--- src/rtl/osp_pkg.sv ---
// Shared types and constants for the OSP frame receiver.
package osp_pkg;

    // Frame delimiters.
    localparam logic [7:0]  HDR_FIRST  = 8'hA0;
    localparam logic [7:0]  HDR_SECOND = 8'hA2;
    localparam logic [15:0] TAIL_WORD  = 16'hB0B3;

    // Result kinds.
    localparam logic KIND_PAYLOAD = 1'b0;
    localparam logic KIND_STATUS  = 1'b1;

    // Frame status codes.
    typedef enum logic [1:0] {
        ST_OK       = 2'd0,
        ST_TOO_LONG = 2'd1,
        ST_BAD_TAIL = 2'd2,
        ST_BAD_SUM  = 2'd3
    } frame_status_t;

    // Receive phases, one-hot.
    typedef enum logic [8:0] {
        PH_HUNT0   = 9'b000000001,
        PH_HUNT1   = 9'b000000010,
        PH_LEN_HI  = 9'b000000100,
        PH_LEN_LO  = 9'b000001000,
        PH_DATA    = 9'b000010000,
        PH_CK_HI   = 9'b000100000,
        PH_CK_LO   = 9'b001000000,
        PH_TAIL_HI = 9'b010000000,
        PH_TAIL_LO = 9'b100000000
    } phase_t;

endpackage

--- src/rtl/osp_stream_if.sv ---
// Valid/ready channel interfaces for received bytes and frame results.
interface osp_byte_if;
    logic       valid;
    logic       ready;
    logic [7:0] rx_byte;

    modport source (output valid, output rx_byte, input ready);
    modport sink (input valid, input rx_byte, output ready);
endinterface

interface osp_result_if;
    logic        valid;
    logic        ready;
    logic        out_kind;
    logic [7:0]  payload_byte;
    logic [1:0]  frame_status;
    logic [15:0] frame_length;

    modport source (output valid, output out_kind, output payload_byte,
                    output frame_status, output frame_length, input ready);
    modport sink (input valid, input out_kind, input payload_byte,
                  input frame_status, input frame_length, output ready);
endinterface

--- src/rtl/osp_frame_receiver.sv ---
// Binary OSP frame receiver: header hunt, length check, payload pass-through, checksum.
//
// Usage: bytes from the serial link enter on the rx channel, one word per
// handshake. The block hunts for the header 0xA0 0xA2, reads a big-endian
// 16-bit length, and forwards each payload byte as a result word of kind
// payload. After the payload it reads a 2-byte checksum and the tail
// 0xB0 0xB3 and emits one status word: ok, bad tail or bad checksum, with
// the tail checked first. A length above max_length yields a too-long status
// word at once. Header and checksum bytes yield no result; length and tail
// bytes yield only the status words named above. Every result word carries
// the length field of the current frame. A byte is captured in the input
// register and processed while it is held there; its result word is then
// registered in the result register. Throughput is one byte per clock while
// the result receiver does not stall; the single state update of the frame
// parser sets this rate. Reset clears the parser to the hunt for the first
// header byte, sets max_length to 65535 and empties both registers. When the
// result receiver stalls, the held result and one more byte in the input
// register wait; rx.ready then drops until the result word is taken.
// max_length is to be written through cfg_wr_en / cfg_wr_data only while
// idle; the block itself does not enforce this.
module osp_frame_receiver
    import osp_pkg::*;
(
    input  logic                clk,
    input  logic                rst_n,
    input  logic                cfg_wr_en,
    input  logic [15:0]         cfg_wr_data,
    osp_byte_if.sink            rx,
    osp_result_if.source        result
);

    // Configuration register.
    logic [15:0] max_length_reg;

    // Input register.
    logic        in_valid_reg;
    logic        in_valid_next;
    logic [7:0]  in_byte_reg;

    // Parser state.
    phase_t      phase_reg, phase_next;
    logic [15:0] declared_length_reg, declared_length_next;
    logic [15:0] bytes_seen_reg, bytes_seen_next;
    logic [14:0] running_sum_reg, running_sum_next;
    logic [15:0] received_sum_reg, received_sum_next;
    logic [7:0]  tail_high_reg, tail_high_next;

    // Result register.
    logic          out_valid_reg, out_valid_next;
    logic          out_kind_reg;
    logic [7:0]    out_byte_reg;
    frame_status_t out_status_reg;
    logic [15:0]   out_length_reg;

    // Values produced by the byte being processed.
    logic          emit;
    logic          emit_kind;
    logic [7:0]    emit_byte;
    frame_status_t emit_status;
    logic [16:0]   seen_inc;
    logic [15:0]   tail_word;

    // The byte in the input register is processed when the result register
    // is empty or its word is being taken in this cycle.
    logic advance;

    assign advance       = in_valid_reg && (!out_valid_reg || result.ready);
    assign rx.ready      = !in_valid_reg || advance;
    assign in_valid_next = (rx.valid && rx.ready) ? 1'b1 : (in_valid_reg && !advance);
    assign out_valid_next = advance ? emit : (out_valid_reg && !result.ready);

    assign seen_inc  = {1'b0, bytes_seen_reg} + 17'd1;
    assign tail_word = {tail_high_reg, in_byte_reg};

    always_comb
    begin
        phase_next           = phase_reg;
        declared_length_next = declared_length_reg;
        bytes_seen_next      = bytes_seen_reg;
        running_sum_next     = running_sum_reg;
        received_sum_next    = received_sum_reg;
        tail_high_next       = tail_high_reg;
        emit                 = 1'b0;
        emit_kind            = KIND_STATUS;
        emit_byte            = 8'd0;
        emit_status          = ST_OK;

        case (phase_reg)
            PH_HUNT1:
            begin
                if (in_byte_reg == HDR_SECOND)
                    phase_next = PH_LEN_HI;
                else if (in_byte_reg == HDR_FIRST)
                    phase_next = PH_HUNT1;
                else
                    phase_next = PH_HUNT0;
            end
            PH_LEN_HI:
            begin
                declared_length_next = {in_byte_reg, 8'd0};
                phase_next           = PH_LEN_LO;
            end
            PH_LEN_LO:
            begin
                declared_length_next = {declared_length_reg[15:8], in_byte_reg};
                bytes_seen_next      = 16'd0;
                running_sum_next     = 15'd0;
                if (declared_length_next > max_length_reg)
                begin
                    phase_next  = PH_HUNT0;
                    emit        = 1'b1;
                    emit_status = ST_TOO_LONG;
                end
                else if (declared_length_next == 16'd0)
                    phase_next = PH_CK_HI;
                else
                    phase_next = PH_DATA;
            end
            PH_DATA:
            begin
                running_sum_next = running_sum_reg + {7'd0, in_byte_reg};
                bytes_seen_next  = seen_inc[15:0];
                if (seen_inc >= {1'b0, declared_length_reg})
                    phase_next = PH_CK_HI;
                emit      = 1'b1;
                emit_kind = KIND_PAYLOAD;
                emit_byte = in_byte_reg;
            end
            PH_CK_HI:
            begin
                received_sum_next = {in_byte_reg, 8'd0};
                phase_next        = PH_CK_LO;
            end
            PH_CK_LO:
            begin
                received_sum_next = {received_sum_reg[15:8], in_byte_reg};
                phase_next        = PH_TAIL_HI;
            end
            PH_TAIL_HI:
            begin
                tail_high_next = in_byte_reg;
                phase_next     = PH_TAIL_LO;
            end
            PH_TAIL_LO:
            begin
                phase_next = PH_HUNT0;
                emit       = 1'b1;
                // A wrong tail takes precedence over a wrong checksum.
                if (tail_word != TAIL_WORD)
                    emit_status = ST_BAD_TAIL;
                else if (received_sum_reg != {1'b0, running_sum_reg})
                    emit_status = ST_BAD_SUM;
                else
                    emit_status = ST_OK;
            end
            default:
            begin
                // Hunting for the first header byte, and any stray code.
                phase_next = (in_byte_reg == HDR_FIRST) ? PH_HUNT1 : PH_HUNT0;
            end
        endcase
    end

    always_ff @(posedge clk or negedge rst_n)
    begin
        if (!rst_n)
        begin
            max_length_reg      <= 16'hFFFF;
            in_valid_reg        <= 1'b0;
            out_valid_reg       <= 1'b0;
            phase_reg           <= PH_HUNT0;
            declared_length_reg <= 16'd0;
            bytes_seen_reg      <= 16'd0;
            running_sum_reg     <= 15'd0;
            received_sum_reg    <= 16'd0;
            tail_high_reg       <= 8'd0;
        end
        else
        begin
            if (cfg_wr_en)
                max_length_reg <= cfg_wr_data;
            in_valid_reg  <= in_valid_next;
            out_valid_reg <= out_valid_next;
            if (advance)
            begin
                phase_reg           <= phase_next;
                declared_length_reg <= declared_length_next;
                bytes_seen_reg      <= bytes_seen_next;
                running_sum_reg     <= running_sum_next;
                received_sum_reg    <= received_sum_next;
                tail_high_reg       <= tail_high_next;
            end
        end
    end

    // Payload registers carry no reset.
    always_ff @(posedge clk)
    begin
        if (rx.valid && rx.ready)
            in_byte_reg <= rx.rx_byte;
        if (advance && emit)
        begin
            out_kind_reg   <= emit_kind;
            out_byte_reg   <= emit_byte;
            out_status_reg <= emit_status;
            out_length_reg <= declared_length_next;
        end
    end

    assign result.valid        = out_valid_reg;
    assign result.out_kind     = out_kind_reg;
    assign result.payload_byte = out_byte_reg;
    assign result.frame_status = out_status_reg;
    assign result.frame_length = out_length_reg;

`ifndef ASSERT_OFF
    // The input side only stalls behind a full, blocked result register.
    a_stall_cause: assert property (@(posedge clk) disable iff (!rst_n)
        !rx.ready |-> (in_valid_reg && out_valid_reg && !result.ready))
        else $error("rx stalled without a blocked result");

    // A too-long frame sends the parser straight back to the hunt.
    a_too_long_hunt: assert property (@(posedge clk) disable iff (!rst_n)
        (advance && emit && emit_status == ST_TOO_LONG) |=> (phase_reg == PH_HUNT0))
        else $error("parser did not return to hunt after length error");

    // While in the payload phase, bytes remain to be received.
    a_data_count: assert property (@(posedge clk) disable iff (!rst_n)
        (phase_reg == PH_DATA) |-> (bytes_seen_reg < declared_length_reg))
        else $error("payload count overran the declared length");

    // Payload words never carry a status and always belong to a frame of
    // nonzero length.
    a_payload_word: assert property (@(posedge clk) disable iff (!rst_n)
        (result.valid && result.out_kind == KIND_PAYLOAD) |->
            (result.frame_status == ST_OK && result.frame_length != 16'd0))
        else $error("malformed payload result word");
`endif

endmodule
--- src/flat_wrapper.sv ---
// flat-port wrapper written by rule: the top's interface ports become plain ports
module osp_frame_receiver_flat import osp_pkg::*;
  (clk, rst_n, cfg_wr_en, cfg_wr_data, rx_valid, rx_rx_byte, rx_ready, result_valid, result_out_kind, result_payload_byte, result_frame_status, result_frame_length, result_ready);
  osp_byte_if rx_i ();
  osp_result_if result_i ();
  input  logic clk;
  input  logic rst_n;
  input  logic cfg_wr_en;
  input  logic [15:0] cfg_wr_data;
  input wire logic [$bits(rx_i.valid)-1:0] rx_valid;
  input wire logic [$bits(rx_i.rx_byte)-1:0] rx_rx_byte;
  output wire logic [$bits(rx_i.ready)-1:0] rx_ready;
  output wire logic [$bits(result_i.valid)-1:0] result_valid;
  output wire logic [$bits(result_i.out_kind)-1:0] result_out_kind;
  output wire logic [$bits(result_i.payload_byte)-1:0] result_payload_byte;
  output wire logic [$bits(result_i.frame_status)-1:0] result_frame_status;
  output wire logic [$bits(result_i.frame_length)-1:0] result_frame_length;
  input wire logic [$bits(result_i.ready)-1:0] result_ready;
  assign rx_i.valid = rx_valid;
  assign rx_i.rx_byte = rx_rx_byte;
  assign rx_ready = rx_i.ready;
  assign result_valid = result_i.valid;
  assign result_out_kind = result_i.out_kind;
  assign result_payload_byte = result_i.payload_byte;
  assign result_frame_status = result_i.frame_status;
  assign result_frame_length = result_i.frame_length;
  assign result_i.ready = result_ready;
  osp_frame_receiver u_core (.clk(clk), .rst_n(rst_n), .cfg_wr_en(cfg_wr_en), .cfg_wr_data(cfg_wr_data), .rx(rx_i), .result(result_i));
endmodule
--- config.mk ---
export PLATFORM = sky130hd
export DESIGN_NAME = osp_frame_receiver_flat
export DESIGN_NICKNAME = d
export VERILOG_FILES = /design/src/rtl/osp_pkg.sv /design/src/rtl/osp_stream_if.sv /design/src/rtl/osp_frame_receiver.sv /design/src/flat_wrapper.sv
export SDC_FILE = /design/constraint.sdc
export NUM_CORES = 1
export LEC_CHECK = 0
export ABC_AREA = 1
export BUFFER_PORTS_ARGS = -buffer_cell sky130_fd_sc_hd__buf_2
export CAP_MARGIN = 20
export CORE_MARGIN = 3
export CORE_UTILIZATION = 60
export CTS_CLUSTER_SIZE = 25
export DETAILED_ROUTE_END_ITERATION = 10
export GPL_ROUTABILITY_DRIVEN = 0
export HOLD_SLACK_MARGIN = 0.12
export PLACE_DENSITY = 0.8
export SETUP_SLACK_MARGIN = 0.4
export SYNTH_ARGS = -nofsm -noshare
export SYNTH_HDL_FRONTEND = slang
export SYNTH_SLANG_ARGS = --single-unit
--- constraint.sdc ---
create_clock -name clk -period 3.2 [get_ports clk]
set_clock_uncertainty 0.2 [all_clocks]
set_input_delay 0.32 -clock clk [delete_from_list [all_inputs] [get_ports clk]]
set_output_delay 0.32 -clock clk [all_outputs]
set_load 0.02 [all_outputs]
==> Implementation_results.wiki <==
{| class="wikitable"
! Metric !! Value
|-
| Status || complete, no violations
|-
| Initial antenna violation count || 0
|-
| Effective utilization at floorplan || 61.89%
|-
| Std cell rows || 39
|-
| Terminating pin of the worst hold path || u_core.max_length_reg[4]
|-
| Final setup TNS || 0 ps
|-
| Synthesized Nets || 896
|-
| Slew at the pin closest to its max-slew limit || 825.2 ps
|-
| Instance count of the mapped netlist || 825
|-
| Number of port buffers || 57
|-
| Floorplan Core Area || 11,520 um2
|-
| Die outline height || 115.0 um
|-
| Post-Synthesis Cell Area || 7127 um2
|-
| Number of maximum-capacitance constraint violations || 0
|-
| Fraction of registers with async set/reset || 73.68%
|-
| Highest ir drop seen on vdd || 0.4331 mV
|-
| Biggest area contributors in the synthesized netlist || dfrtp_1 28%, edfxtp_1 15%, nand2_1 10%, ha_1 7.2%, dfstp_2 6.3%
|-
| Register cell area after layout || 3527 um2
|-
| Clock Latency Late Sink || 440 ps
|-
| Vias || 6,575
|-
| Number of endpoints with negative hold slack in the final report || 0
|-
| Layout fillers || 703
|-
| Total clock buffers created by CTS || 17
|-
| Critical Path Fanout Max || 5
|-
| Post-CTS clock slew at the launch and capture registers of the worst setup and hold paths || 60 ps
|-
| Sequential-to-total area share from yosys stat || 49.46%
|-
| Synth area leader || dfrtp_1
|-
| Routed Antenna Nets || 0
|-
| NumNets Final || 1,009
|-
| Placed cell areas || 7565 um2
|-
| Worst-case register-to-register setup slack || 240 ps
|-
| Total number of yosys warnings || 0
|-
| Initial drt markers || 937
|-
| Global routing usage on met1 || 38.16%
|-
| Growth of design area from synthesis to finish || 24.47%
|-
| Static leakage || 4.250 nW
|-
| Number of enable-type register cells in the synthesized netlist || 35
|-
| Type of destination of the critical path || register
|-
| Total inserted antenna cells || 0
|-
| Overall power after layout || 4.289 mW
|-
| Share of the synthesized area in the top cell type || 28.44%
|-
| Number of instances on the worst hold path || 3
|-
| Worst reg2reg startpoint || u_core.bytes_seen_reg[6]
|-
| Met3 routing resource usage after global routing || 9.000%
|-
| HP Start || cfg_wr_en
|-
| Maximum clock insertion buffer count || 2
|-
| Clock tree root buffer cell || clkbuf_16
|-
| Aggregate global-route resource usage || 31.61%
|-
| Average via count per standard cell || 6.010
|-
| CTS tree || done
|-
| Chip width || 115.0 um
|-
| Share of cells above drive strength 1 || 21.56%
|-
| Routed WL || 20,660 um
|-
| Worst r2r path cells || 19
|-
| Peak Freq || 337.7 MHz
|-
| Most used routing layer in global routing || met2
|-
| Data arrival time at the worst-slack endpoint || 3070 ps
|-
| Half-perimeter wire length after detailed placement || 12,970 um
|-
| Gr ovfl total || 0
|-
| Post-synth cell types || 48
|-
| Depth of the CTS H-tree || 4
|-
| Pin count of the biggest net entering global routing || 51
|-
| # DRC || 0
|-
| Relative slew slack || 44.85%
|-
| DR pass1 iterations || 6
|-
| Number of global-route vias before repair || 6,490
|-
| Number of storage elements in the synthesis netlist || 133
|-
| Top flip-flop cell by instance count after synthesis || dfrtp_1
|-
| Worst setup path class || reg -> reg
|-
| Startpoint Class || register
|-
| Critical Path RT || 3300 ps
|-
| Min cycle time layout || 2962 ps
|-
| Leading cell types by count after synthesis || 194 x nand2_1, 110 x inv_1, 81 x dfrtp_1
|-
| Final std cell area, no fill || 8871 um2
|-
| Power density over the cells || 483.5 nW/um2
|-
| Unrepaired setup endpoints after global routing || true
|-
| Period utilisation layout || 92.55%
|-
| Routed length per placed instance || 18.89 um
|-
| Number of pins with negative max-slew slack in the final report || 0
|-
| Mean area per synthesized cell || 8.639 um2
|-
| HP Class || in -> reg
|-
| Total number of clock tree sinks || 133
|-
| Met2 capacity usage during global routing || 51.35%
|-
| Area enclosed by the die boundary || 13,220 um2
|-
| Total of endpoints with negative setup slack in the final report || 0
|-
| Count of pins on the block boundary || 58
|-
| Total area of multi-input combinational cells || 3381 um2
|-
| Global-route wire length before repair || 32,020 um
|-
| Most repeated cell in the gate-level netlist after synthesis || nand2_1
|-
| Worst R2R End || u_core.phase_reg[8]
|}
-- report_power, final --
part	internal, mW	switching [mW]	total (mW)
Clock	1.14	0.724	1.87
Combinational	0.205	0.341	0.546
Sequential	1.83	0.0476	1.87
-- layout make-up --
cell class	instances	area share (%)
clock buffer	24	5.543
multi-input combinational	559	38.11
timing repair buffer	111	8.787
tap	143	2.017
sequential	133	39.76
inverter	116	4.965
clock inverter	8	0.8181
-- how the worst max path moves through the flow --
stage	startpoint	to	slack [ps]	cells past startpoint
finish	u_core.bytes_seen_reg[6]	u_core.phase_reg[8]	240	19
floorplan	u_core.bytes_seen_reg[0]	u_core.phase_reg[8]	470	22
detailed placement	u_core.bytes_seen_reg[4]	u_core.phase_reg[8]	220	18
global route	u_core.bytes_seen_reg[0]	u_core.phase_reg[8]	100	19
global placement	u_core.bytes_seen_reg[0]	u_core.phase_reg[8]	350	22
CTS	u_core.bytes_seen_reg[6]	u_core.phase_reg[8]	380	18
-- cell families after synthesis --
| kind of cell | synth area share (%) |
|---|---|
| and+or+nand+nor | 22.03 |
| adders and majority gates | 7.479 |
| AOI/OAI and AO/OA | 10.94 |
| DFF | 49.46 |
| xor gates and xnor gates | 2.581 |
| buffers and inverters | 7.356 |
| muxes | 0.1580 |
-- cell usage in the layout, fill, tap and decap left out, types with 19 or more instances in the layout --
cell,instances
a21oi_1,22
buf_2,56
buf_4,25
dfrtp_1,79
dlygate4sd3_1,28
edfxtp_1,35
ha_1,34
inv_1,105
nand2_1,177
nand2_2,19
nand3_1,33
nor2_1,53
o21ai_0,76
o22ai_1,23
-- worst max-delay path, stage by stage (launching register included) --
cell and delay (ps):
dfrtp_1 370, inv_2 90, nor4_4 280, nand2_2 120, nor2_4 130, buf_4 150, xor2_2 160, inv_1 70
ha_1 280, inv_1 60, nor3_1 220, nand2_1 90, nand2_1 80, nand2_1 70, nand2_2 90, nand2_4 80
nand2_8 100, nand2_8 70, nand2_4 70, nand2_2 50
-- through the flow --
| step | hold slack (ps) | setup slack, ps | util [%] | std cells |
|---|---|---|---|---|
| 5_1_grt | 181.2 | 97.68 | 77.03 | 1094 |
| 3_3_place_gp | 181.1 | 349.6 | 65.69 | 1012 |
| 6_report | 131.3 | 238.4 | 77.03 | 1094 |
| 4_1_cts | 124.9 | 383.2 | 75.34 | 1088 |
| 2_1_floorplan | -175.6 | 467.8 | - | 825 |
| 3_5_place_dp | 197.8 | 217.3 | 65.69 | 1012 |
-- layer usage --
layer	up-vias	share of wire [%]	wire length, um
met5	-	0	0
met3	109	8.0	1655
met4	0	5.2	1082
met2	367	49	10050
li1	2951	-	-
met1	3148	38	7879
-- what timing repair did --
| action | in CTS | in global routing |
|---|---|---|
| gates cloned | 2 | 0 |
| setup endpoints to repair | 9 | 19 |
| setup buffers | 14 | 6 |
| hold endpoints to repair | 60 | 0 |
| hold buffers | 28 | 0 |
| gates resized for setup | 30 | 35 |
| pin swaps | 17 | 26 |
Note: power is estimated with default switching activity, not from simulation.
